### src/design/msrs_pkg.sv
// Shared types and constants for the motor speed ramp sequencer.
// No dependencies; imported by every module of the block.
`default_nettype none
package msrs_pkg;

    localparam int SPEED_W = 8;
    localparam int DUTY_W  = 10;
    localparam int HOLD_W  = 8;
    localparam int FRAC_W  = 5;
    localparam int CNT_W   = 3;
    localparam int TGT_W   = 9;
    localparam int CFG_W   = 10;
    localparam int IDX_W   = 2;

    localparam logic [IDX_W-1:0] REG_RAMP_THRESHOLD = 2'd0;
    localparam logic [IDX_W-1:0] REG_BUMP_DUTY      = 2'd1;
    localparam logic [IDX_W-1:0] REG_BUMP_HOLD_MS   = 2'd2;

    localparam logic [SPEED_W-1:0] RST_RAMP_THRESHOLD = 8'd50;
    localparam logic [DUTY_W-1:0]  RST_BUMP_DUTY      = 10'd1023;
    localparam logic [HOLD_W-1:0]  RST_BUMP_HOLD_MS   = 8'd10;

    localparam logic [CNT_W-1:0] RAMP_FIRST = 3'd1;
    localparam logic [CNT_W-1:0] RAMP_LAST  = 3'd7;
    localparam int STEP_SHIFT = 3;

    typedef enum logic [1:0] {
        DIR_STOP = 2'd0,
        DIR_FWD  = 2'd1,
        DIR_REV  = 2'd2
    } dir_t;

    typedef enum logic [5:0] {
        PH_IDLE  = 6'b000001,
        PH_DIR0  = 6'b000010,
        PH_DIR1  = 6'b000100,
        PH_BUMP  = 6'b001000,
        PH_RAMP  = 6'b010000,
        PH_FINAL = 6'b100000
    } phase_t;

    typedef struct packed {
        logic [SPEED_W-1:0] speed;
        dir_t               dir;
        logic               in1;
        logic               in2;
        logic               stby;
    } drive_t;

    typedef struct packed {
        logic               dir_chg;
        logic               bump;
        logic               ramp;
        logic               fin;
        logic               old_in1;
        logic               old_in2;
        logic               old_stby;
        logic [SPEED_W-1:0] start;
        logic [FRAC_W-1:0]  frac;
        logic [SPEED_W-1:0] mag;
    } plan_t;

endpackage
`default_nettype wire

### src/design/msrs_decode.sv
// Command decoder: turns one target speed and the present drive state into a
// setting plan and the drive state that follows. Depends on msrs_pkg.
`default_nettype none
module msrs_decode
    import msrs_pkg::*;
(
    input  wire logic [TGT_W-1:0]   target,
    input  wire drive_t             cur,
    input  wire logic [SPEED_W-1:0] ramp_threshold,
    output plan_t                   plan,
    output drive_t                  nxt
);

    logic [TGT_W-1:0]   neg;
    logic [SPEED_W-1:0] mag;
    dir_t               dir;
    logic [SPEED_W-1:0] start;
    logic [SPEED_W-1:0] diff;
    logic               dir_chg;
    logic               rise;
    logic               fall;

    always_comb begin
        neg = ~target + 9'd1;
        if (target == '0) begin
            dir = DIR_STOP;
            mag = '0;
        end else if (target[TGT_W-1]) begin
            dir = DIR_REV;
            mag = neg[TGT_W-1] ? 8'hFF : neg[SPEED_W-1:0];
        end else begin
            dir = DIR_FWD;
            mag = target[SPEED_W-1:0];
        end

        dir_chg = (dir != cur.dir);
        start   = dir_chg ? '0 : cur.speed;
        rise    = (start < mag);
        fall    = (start > mag);
        diff    = mag - start;

        plan.dir_chg  = dir_chg;
        plan.bump     = rise && (start == '0);
        plan.ramp     = rise && (diff > ramp_threshold);
        plan.fin      = rise || fall;
        plan.old_in1  = cur.in1;
        plan.old_in2  = cur.in2;
        plan.old_stby = cur.stby;
        plan.start    = start;
        plan.frac     = diff[SPEED_W-1:STEP_SHIFT];
        plan.mag      = mag;

        nxt       = cur;
        nxt.dir   = dir;
        nxt.speed = (rise || fall) ? mag : start;
        if (dir_chg) begin
            unique case (dir)
                DIR_FWD: begin
                    nxt.in1  = 1'b0;
                    nxt.in2  = 1'b1;
                    nxt.stby = 1'b1;
                end
                DIR_REV: begin
                    nxt.in1  = 1'b1;
                    nxt.in2  = 1'b0;
                    nxt.stby = 1'b1;
                end
                default: begin
                    nxt.stby = 1'b0;
                end
            endcase
        end
    end

endmodule
`default_nettype wire

### src/design/msrs_seq.sv
// Setting sequencer and output register: walks one plan, one setting a beat.
// Depends on msrs_pkg.
`default_nettype none
module msrs_seq
    import msrs_pkg::*;
(
    input  wire logic               aclk,
    input  wire logic               aresetn,
    input  wire logic               plan_valid,
    input  wire plan_t              plan,
    output logic                    plan_take,
    input  wire drive_t             cur,
    input  wire logic [DUTY_W-1:0]  bump_duty,
    input  wire logic [HOLD_W-1:0]  bump_hold_ms,
    output logic                    m_valid,
    input  wire logic               m_ready,
    output logic [DUTY_W-1:0]       m_pwm_duty,
    output logic                    m_pin_in1,
    output logic                    m_pin_in2,
    output logic                    m_standby_on,
    output logic [HOLD_W-1:0]       m_hold_ms,
    output logic                    m_last_setting
);

    phase_t             phase_reg, phase_next, after_phase, first_phase;
    plan_t              plan_reg;
    logic [SPEED_W-1:0] acc_reg;
    logic [CNT_W-1:0]   cnt_reg;
    logic               m_valid_reg;
    logic [DUTY_W-1:0]  duty_reg;
    logic               in1_reg, in2_reg, stby_reg, last_reg;
    logic [HOLD_W-1:0]  hold_reg;

    logic               busy, out_load, is_last;
    logic [SPEED_W-1:0] step_speed;
    logic [DUTY_W-1:0]  duty_d;
    logic               in1_d, in2_d, stby_d;
    logic [HOLD_W-1:0]  hold_d;

    assign busy       = (phase_reg != PH_IDLE);
    assign out_load   = busy && (!m_valid_reg || m_ready);
    assign step_speed = acc_reg + {3'b000, plan_reg.frac};

    always_comb begin
        unique case (phase_reg)
            PH_DIR0:  after_phase = PH_DIR1;
            PH_DIR1:  after_phase = plan_reg.bump ? PH_BUMP :
                                    plan_reg.ramp ? PH_RAMP :
                                    plan_reg.fin  ? PH_FINAL : PH_IDLE;
            PH_BUMP:  after_phase = plan_reg.ramp ? PH_RAMP :
                                    plan_reg.fin  ? PH_FINAL : PH_IDLE;
            PH_RAMP:  after_phase = (cnt_reg == RAMP_LAST) ? PH_FINAL : PH_RAMP;
            default:  after_phase = PH_IDLE;
        endcase

        first_phase = plan.dir_chg ? PH_DIR0 :
                      plan.bump    ? PH_BUMP :
                      plan.ramp    ? PH_RAMP :
                      plan.fin     ? PH_FINAL : PH_IDLE;

        is_last   = (after_phase == PH_IDLE);
        plan_take = plan_valid && (!busy || (is_last && out_load));

        phase_next = phase_reg;
        if (plan_take) begin
            phase_next = first_phase;
        end else if (out_load) begin
            phase_next = after_phase;
        end

        duty_d = '0;
        in1_d  = cur.in1;
        in2_d  = cur.in2;
        stby_d = cur.stby;
        hold_d = '0;
        unique case (phase_reg)
            PH_DIR0: begin
                in1_d  = plan_reg.old_in1;
                in2_d  = plan_reg.old_in2;
                stby_d = plan_reg.old_stby;
            end
            PH_BUMP: begin
                duty_d = bump_duty;
                hold_d = bump_hold_ms;
            end
            PH_RAMP: begin
                duty_d = {step_speed, 2'b00};
                hold_d = {3'b000, plan_reg.frac};
            end
            PH_FINAL: begin
                duty_d = {plan_reg.mag, 2'b00};
            end
            default: begin
                duty_d = '0;
            end
        endcase
    end

    always_ff @(posedge aclk) begin
        if (!aresetn) begin
            phase_reg   <= PH_IDLE;
            m_valid_reg <= 1'b0;
        end else begin
            phase_reg <= phase_next;
            if (out_load) begin
                m_valid_reg <= 1'b1;
            end else if (m_ready) begin
                m_valid_reg <= 1'b0;
            end
        end
    end

    always_ff @(posedge aclk) begin
        if (plan_take) begin
            plan_reg <= plan;
            acc_reg  <= plan.start;
            cnt_reg  <= RAMP_FIRST;
        end else if (out_load && phase_reg == PH_RAMP) begin
            acc_reg <= step_speed;
            cnt_reg <= cnt_reg + 3'd1;
        end
        if (out_load) begin
            duty_reg <= duty_d;
            in1_reg  <= in1_d;
            in2_reg  <= in2_d;
            stby_reg <= stby_d;
            hold_reg <= hold_d;
            last_reg <= is_last;
        end
    end

    assign m_valid        = m_valid_reg;
    assign m_pwm_duty     = duty_reg;
    assign m_pin_in1      = in1_reg;
    assign m_pin_in2      = in2_reg;
    assign m_standby_on   = stby_reg;
    assign m_hold_ms      = hold_reg;
    assign m_last_setting = last_reg;

`ifndef ASSERT_OFF
    a_ramp_planned: assert property (@(posedge aclk) disable iff (!aresetn)
        phase_reg == PH_RAMP |-> plan_reg.ramp && cnt_reg != '0)
        else $error("ramp phase without a planned ramp");
    a_dir_planned: assert property (@(posedge aclk) disable iff (!aresetn)
        (phase_reg == PH_DIR0 || phase_reg == PH_DIR1) |-> plan_reg.dir_chg)
        else $error("direction phase without a direction change");
    a_final_last: assert property (@(posedge aclk) disable iff (!aresetn)
        phase_reg == PH_FINAL && out_load |=> m_last_setting)
        else $error("final setting not marked last");
    a_take_idle: assert property (@(posedge aclk) disable iff (!aresetn)
        plan_take && busy |-> is_last && out_load)
        else $error("plan taken while settings remain");
`endif

endmodule
`default_nettype wire

### src/design/motor_speed_ramp_sequencer_core.sv
// Top level of the motor speed ramp sequencer: config registers, command
// register, drive state. Depends on msrs_pkg, msrs_decode, msrs_seq.
//
// Usage: each s_ beat carries one signed target speed. The block answers
// with zero to eleven m_ beats of H-bridge settings (duty, in1, in2, standby,
// hold time); m_last_setting marks the final beat of a command. A command
// that repeats the present direction and speed gives no beats.
// An accepted command passes the command register, the sequencer phase
// register and the output register before its first setting is valid; the
// following settings come one per cycle from the single sequencer while
// m_ready is high.
// A command register lets the next command be taken while settings are
// still going out, and the sequencer takes it in the same cycle as it loads
// the last setting of the previous one.
// When m_ready is low the output register holds its beat and the sequencer
// waits; s_ready drops once the command register is full.
// Reset (aresetn low, synchronous) clears the drive state to stopped,
// speed zero, all pins low, and loads the config defaults 50 / 1023 / 10.
// Config writes (cfg_wr_en) take effect at once and belong in idle periods.
`default_nettype none
module motor_speed_ramp_sequencer_core
    import msrs_pkg::*;
(
    input  wire logic               aclk,
    input  wire logic               aresetn,
    input  wire logic               cfg_wr_en,
    input  wire logic [IDX_W-1:0]   cfg_index,
    input  wire logic [CFG_W-1:0]   cfg_wdata,
    input  wire logic               s_valid,
    output logic                    s_ready,
    input  wire logic [TGT_W-1:0]   s_target_speed,
    output logic                    m_valid,
    input  wire logic               m_ready,
    output logic [DUTY_W-1:0]       m_pwm_duty,
    output logic                    m_pin_in1,
    output logic                    m_pin_in2,
    output logic                    m_standby_on,
    output logic [HOLD_W-1:0]       m_hold_ms,
    output logic                    m_last_setting
);

    logic [SPEED_W-1:0] thr_reg;
    logic [DUTY_W-1:0]  bump_duty_reg;
    logic [HOLD_W-1:0]  bump_hold_reg;
    logic               cmd_valid_reg;
    logic [TGT_W-1:0]   cmd_reg;
    drive_t             drive_reg, drive_next;
    plan_t              plan;
    logic               plan_take;

    always_ff @(posedge aclk) begin
        if (!aresetn) begin
            thr_reg       <= RST_RAMP_THRESHOLD;
            bump_duty_reg <= RST_BUMP_DUTY;
            bump_hold_reg <= RST_BUMP_HOLD_MS;
        end else if (cfg_wr_en) begin
            unique case (cfg_index)
                REG_RAMP_THRESHOLD: thr_reg       <= cfg_wdata[SPEED_W-1:0];
                REG_BUMP_DUTY:      bump_duty_reg <= cfg_wdata;
                REG_BUMP_HOLD_MS:   bump_hold_reg <= cfg_wdata[HOLD_W-1:0];
                default:            thr_reg       <= thr_reg;
            endcase
        end
    end

    assign s_ready = !cmd_valid_reg || plan_take;

    always_ff @(posedge aclk) begin
        if (!aresetn) begin
            cmd_valid_reg <= 1'b0;
            drive_reg     <= '{speed: '0, dir: DIR_STOP, in1: 1'b0, in2: 1'b0, stby: 1'b0};
        end else begin
            if (s_valid && s_ready) begin
                cmd_valid_reg <= 1'b1;
            end else if (plan_take) begin
                cmd_valid_reg <= 1'b0;
            end
            if (plan_take) begin
                drive_reg <= drive_next;
            end
        end
    end

    always_ff @(posedge aclk) begin
        if (s_valid && s_ready) begin
            cmd_reg <= s_target_speed;
        end
    end

    msrs_decode u_decode (
        .target         (cmd_reg),
        .cur            (drive_reg),
        .ramp_threshold (thr_reg),
        .plan           (plan),
        .nxt            (drive_next)
    );

    msrs_seq u_seq (
        .aclk           (aclk),
        .aresetn        (aresetn),
        .plan_valid     (cmd_valid_reg),
        .plan           (plan),
        .plan_take      (plan_take),
        .cur            (drive_reg),
        .bump_duty      (bump_duty_reg),
        .bump_hold_ms   (bump_hold_reg),
        .m_valid        (m_valid),
        .m_ready        (m_ready),
        .m_pwm_duty     (m_pwm_duty),
        .m_pin_in1      (m_pin_in1),
        .m_pin_in2      (m_pin_in2),
        .m_standby_on   (m_standby_on),
        .m_hold_ms      (m_hold_ms),
        .m_last_setting (m_last_setting)
    );

`ifndef ASSERT_OFF
    a_no_dir3: assert property (@(posedge aclk) disable iff (!aresetn)
        drive_reg.dir == DIR_STOP |-> drive_reg.speed == '0)
        else $error("stopped with nonzero speed");
    a_take_needs_cmd: assert property (@(posedge aclk) disable iff (!aresetn)
        plan_take |-> cmd_valid_reg)
        else $error("plan taken without a command");
    a_pins_exclusive: assert property (@(posedge aclk) disable iff (!aresetn)
        !(drive_reg.in1 && drive_reg.in2))
        else $error("both bridge inputs high");
`endif

endmodule
`default_nettype wire

### config.mk
export PLATFORM = sky130hd
export DESIGN_NAME = motor_speed_ramp_sequencer_core
export DESIGN_NICKNAME = d
export VERILOG_FILES = /design/src/design/msrs_pkg.sv /design/src/design/msrs_decode.sv /design/src/design/msrs_seq.sv /design/src/design/motor_speed_ramp_sequencer_core.sv
export SDC_FILE = /design/constraint.sdc
export NUM_CORES = 1
export LEC_CHECK = 0
export BUFFER_PORTS_ARGS = -buffer_cell sky130_fd_sc_hd__buf_2
export CAP_MARGIN = 20
export CORE_ASPECT_RATIO = 0.5
export CORE_MARGIN = 1
export CORE_UTILIZATION = 54
export CTS_CLUSTER_DIAMETER = 80
export DETAILED_ROUTE_END_ITERATION = 10
export HOLD_SLACK_MARGIN = 0.02
export PLACE_DENSITY = 0.76
export SLEW_MARGIN = 40
export SYNTH_ARGS = -nofsm -noshare
export SYNTH_HDL_FRONTEND = slang
export SYNTH_SLANG_ARGS = --single-unit
### constraint.sdc
create_clock -name aclk -period 4.6 [get_ports aclk]
set_input_delay 0.69 -clock aclk [delete_from_list [all_inputs] [get_ports aclk]]
set_output_delay 0.69 -clock aclk [all_outputs]
set_load 0.02 [all_outputs]
# After elaboration in Yosys (flattened, before gate mapping)
# Index checks and enable logic that the tools add are counted.
# W data, S select, Z words.
totals:
  wordCells: 108
  in_bits: 26
  output_inout_bits: 24
  ff_bits: 108
classes:
  n_reduce_logical: 28
  magnitude_cmp: 3
  n_eq_ne: 13
  n_mux: 31
  add_sub_neg: 4
  n_bitwise: 1
op_table:
  columns: ["operator", "n"]
  rows:
  - ["$mux W6", 10]
  - ["$mux W8", 7]
  - ["$pmux W10 S3", 1]
  - ["$pmux W6 S4", 1]
  - ["$gt A8 B8 Y1", 2]
  - ["$pmux W8 S2", 1]
  - ["$reduce_bool A2 Y1", 5]
  - ["$add A9 B1 Y9 const B", 1]
  - ["$logic_not A9 Y1", 1]
  - ["$not A9 Y9", 1]
  - ["$add A8 B5 Y8", 1]
  - ["$logic_not A8 Y1", 1]
  - ["$lt A8 B8 Y1", 1]
  - ["$mux W1", 8]
  - ["$reduce_and A2 Y1", 4]
  - ["$sub A8 B8 Y8", 1]
  - ["$logic_and A1 B1 Y1", 7]
  - ["$eq A6 B1 Y1 const B", 1]
  - ["$eq A6 B2 Y1 const B", 1]
  - ["$eq A6 B3 Y1 const B", 1]
  - ["$eq A6 B4 Y1 const B", 1]
  - ["$eq A6 B5 Y1 const B", 1]
  - ["$eq A6 B6 Y1 const B", 1]
  - ["$ne A6 B1 Y1 const B", 1]
  - ["12 further kinds", 20]

# Depth between registers and ports, before layout
depth:
  word_depth: 12
  ltp_mapped: 22
  ltp_nobuf: 21

# Modules after synthesis
# From an unflattened synthesis, not the netlist that was laid out.
unflattened:
  hier_cells: 532
  hier_area_um2: 5721.7
modules_own_cells:
  columns: ["mod", "cells_each", "area_each_um2", "instances", "seq_area_each_um2"]
  rows:
  - ["msrs_seq", 200, 2697.6, 1, 1671.6]
  - ["motor_speed_ramp_sequencer_core", 164, 1884.3, 1, 1071.0]
  - ["msrs_decode", 168, 1139.8, 1, 0.0]

# Worst setup path before layout
# Ideal clock, no wire load.
synth_path:
  path_type: "reg-to-reg"
  startpoint: "reg cmd_reg[0]"
  endpoint: "reg u_seq.phase_reg[5]"
  path_buffers: 2
  arrival_time_ns: 4.719
  setup_ns: 0.136
  setup_slack_ns: -0.254
  required_time_ns: 4.464
  stages_incl_launch_ff: 23
  synth_period_minus_slack_ns: 4.854
  cell_sequence: "edfxtp_1 > inv_1 > ha_1 > or4b_2 > nor4_2 > inv_1 > ha_1 > xnor2_1 > and2_1 > clkbuf_1 > clkbuf_1 > nand2_1 > ha_1 > nor2_1 > a21oi_1 > a21o_1 > a21oi_1 > xnor2_1 > ha_1 > nand3_1 > nand2b_1 > a211oi_1 > o32ai_1"
synth_rtl:
  columns: ["element", "line", "text"]
  rows:
  - ["from (decl)", "motor_speed_ramp_sequencer_core.sv:46", "logic [TGT_W-1:0] cmd_reg;"]
  - ["from (signal assigned)", "motor_speed_ramp_sequencer_core.sv:86", "cmd_reg <= s_target_speed;"]
  - ["to (signal assigned)", "msrs_seq.sv:104", "phase_reg <= phase_next;"]
  - ["to (decl)", "msrs_seq.sv:25", "phase_t phase_reg, phase_next, after_phase, first_phase;"]

==> impl_results.md <==
- GRT Overall Usage: about a quarter
- Critical path class: reg -> reg
- Total grt overflow: 0
- Vias per std cell: between 5 and 6
- Ranking of synthesized cells by area: edfxtp_1 32%, dfxtp_1 18%, ha_1 6.2%
- Remaining antenna violation count after routing: 0
- Crit-path slowest cell: or4b_4
- Worst path max stage delay: 0.48 ns
- Hold buffers post-CTS: 0
- CTS root buf: clkbuf_16
- CP Capture Type: flop
- Buffers on Ports: 49
- Final hold violations: 0
- Max Clock Freq: 222 MHz
- Largest register FFs: 19
- Initial antenna violation count: 0
- CP arrival: 4.74 ns
- Setup TNS: 0 ns
- Clock tree buffer depth: 2
- Final setup violation count: 0
- First-pass GRT wire length: slightly above 20 mm
- DP HPWL: approximately 9.3 mm
- Top cell type's share of synthesized area: 31.9%
- Area Overhead vs Synth: 19.1%
- Leak: 0.00263 uW
- CP max FO: 4
- Vias in the first global route: 3947
- Post-route clock period utilization: a little over nine tenths
- Synth Area in Compound Gates: between 10% and 20%
- Detailed Route WL: between 10 and 15 mm
- Wire per inst: 18.1 um
- Fraction of registers with async set or reset after synthesis: 0%
- Largest family of logic cells by synthesized area: simple AND/OR/NAND/NOR gates
- Switch Pwr: roughly 700 uW
- Post-synthesis cell count: 521
- TritonCTS clock tree: yes
- Ys flop type: edfxtp_1
- Req. time, crit path: approximately 4.8 ns
- CORE AREA: roughly 9600 sq um
- Pwr Density: roughly 370 nW/um^2
- Post-synthesis cell type count: slightly below 70
- Startpoint Class: flop
- Top-count cell post-synth: nand2_1
- Hold Crit Class: reg -> reg
- Drt drc: 0
- Logic pwr share: ~20%
- Xor-xnor portion of the synthesized cell area: roughly 2.4%
- Worst-Margin Slew: 0.705 ns
- CTS sink count: ~110
- Min Tclk post-route: roughly 4.5 ns
- Fraction of layout cells with a size suffix above 1: around 25%
- Flop pwr share: about 48%
- Max-Cap Viols: 0
- Flops & latches, synth: 108
- # diodes: 0
- Gp weighted congestion: 0.941
- CP Cell Sequence: inv_2 -> ha_4 -> or4b_4 -> nor4_4 -> inv_2 -> ha_4 -> xnor2_4 -> and2_4 -> nand2_2 -> ha_1 -> nor2b_1 -> o21ai_1 -> nand2_1 -> xor2_1 -> ha_1 -> nand4_1 -> o221ai_2 -> nand2b_4 -> a211oi_4 -> o32ai_1
- Sw Ratio: 29.6%
- Post-synth EDFFs: 58
- Most frequent cells after synthesis: 63 x nand2_1, 58 x edfxtp_1, 50 x dfxtp_1
- Die ar.: around 11000 sq um
- Initial cell density of the core: between 50% and 60%
- Site Rows: 25
- Vias: ~4300
- P_int: ~1700 uW
- Initial drt markers: ~350
- Clock Power Share: between 30% and 40%
- Largest net degree at the start of global routing: 30
- Area share of and/or/nand/nor cells after synthesis: about 17%
- Post-synthesis sequential area ratio: between 50 and 60%
- CP top delay family: simple AND/OR/NAND/NOR gates
- CTS clk-pin slew, worst paths: 0.08 ns
- H-tree depth: 3
- Adder-cell share of the synthesized area: roughly 6.9%
- Final Hold Slack: ~0.46 ns
- Total CTS buffers: 9
- Cell taking the most area after synthesis: edfxtp_1
- Die Span Y: roughly 73 um
- Mapped Nets: 576
- Status: finished clean
- Max Slew Vio Count: 0
- Nets: 642
- Peak supply drop: about 0.22 mV
- Rel. slew slack: between 50% and 60%
- Die width: between 100 and 150 um
- Clock Skew: approximately 0.0088 ns
- Yosys warns: 0
- IO Pins: 50
- Clock Latency Late Sink: approximately 0.36 ns
- Syn Std Cell Area: between 5000 and 6000 sq um
- Critical path buffers and inverters: 2
- Mux cell area share after synthesis: around 4.5%
- Syn avg cell area: ~10 sq um
- DRT Pass-1 Iters: 5
-- cell type report --
cell class / instances / area [sq um]
Tap cell: 135 / 169
Timing Repair Buffer: 75 / 448
Fill cell: 738 / 3130
Inverter: 29 / 114
Clock inverter: 7 / 72.6
Multi-Input combinational cell: 364 / 2730
Clock buffer: 9 / 225
Sequential cell: 108 / 2740
-- layout by cell type (no fill, tap or decap), types with 8 or more instances in the layout --
master     instances
nand3_1           21
edfxtp_1          58
nor2_1            39
o21ai_0           19
clkbuf_16          9
nand2_1           61
inv_1             22
buf_4             25
mux2i_1           18
xnor2_1            8
a21oi_1           21
dfxtp_1           50
buf_2             49
ha_1              18
-- what timing repair did --
item | in CTS | in global routing
resized for setup | 0 | 43
pin swaps | 1 | 17
cloned | 0 | 0
endpoints found under the setup margin | 1 | 3
endpoints found under the hold margin | 0 | 0
buffers inserted | 0 | 7
-- tightest hold or removal path: cells and delay by family, from the launching register on --
| family | cells | cell delay, ns |
|---|---|---|
| AO/OA/AOI/OAI | 1 | 0.05 |
| flip-flops | 1 | 0.32 |
| AND/OR/NAND/NOR | 1 | 0.05 |
-- through the flow --
| stage | cells | area, sq um | util (%) | total power, uW | setup slack [ns] |
|---|---|---|---|---|---|
| after global placement | 704 | 5940 | 61.7 | 1560 | 0.168 |
| final | 727 | 6500 | 67.5 | 2380 | 0.0858 |
| after CTS | 720 | 6240 | 64.8 | 2320 | 0.0724 |
| after global routing | 727 | 6500 | 67.5 | 2470 | -0.0895 |
| after floorplan | 521 | 5490 | - | 1430 | 0.0372 |
| after detailed placement | 704 | 5940 | 61.7 | 1560 | 0.0153 |
-- per-layer routing --
| layer | vias to the layer above | wire length, um | share of wire, % | global-route usage (%) |
|---|---|---|---|---|
| met1 | 2060 | 5940 | 45 | 35.3 |
| li1 | 2059 | - | - | - |
| met5 | - | 0 | 0 | 0 |
| met4 | 0 | 131 | 0.99 | 5.73 |
| met2 | 166 | 6080 | 46 | 42.2 |
| met3 | 17 | 1030 | 7.8 | 5.71 |
-- cell families (layout without fill, tap and decap cells) --
group                      count (synthesis)  in the layout
muxes                                     24             24
adders and majority gates                 29             29
and+or+nand+nor                          182            182
DFF                                      108            108
AOI/OAI and AO/OA                        114            114
xor gates and xnor gates                  15             15
buffers and inverters                     49            120
-- power by group through the flow --
stage	clock [uW]	combinational (uW)	sequential (uW)
floorplan	0	269	1160
detailed placement	0	409	1160
global route	805	520	1140
CTS	770	412	1130
global placement	0	404	1150
finish	765	478	1140
-- final timing paths --
| path | startpoint | to | slack [ns] | cells after the start |
|---|---|---|---|---|
| max | cmd_reg[0] | u_seq.phase_reg[5] | 0.09 | 20 |
| min | u_seq.cnt_reg[1] | u_seq.cnt_reg[1] | 0.46 | 2 |
| max reg2reg | cmd_reg[0] | u_seq.phase_reg[5] | 0.09 | 20 |
| min reg2reg | u_seq.cnt_reg[1] | u_seq.cnt_reg[1] | 0.46 | 2 |
No activity file was read; power rests on OpenSTA's default activity.
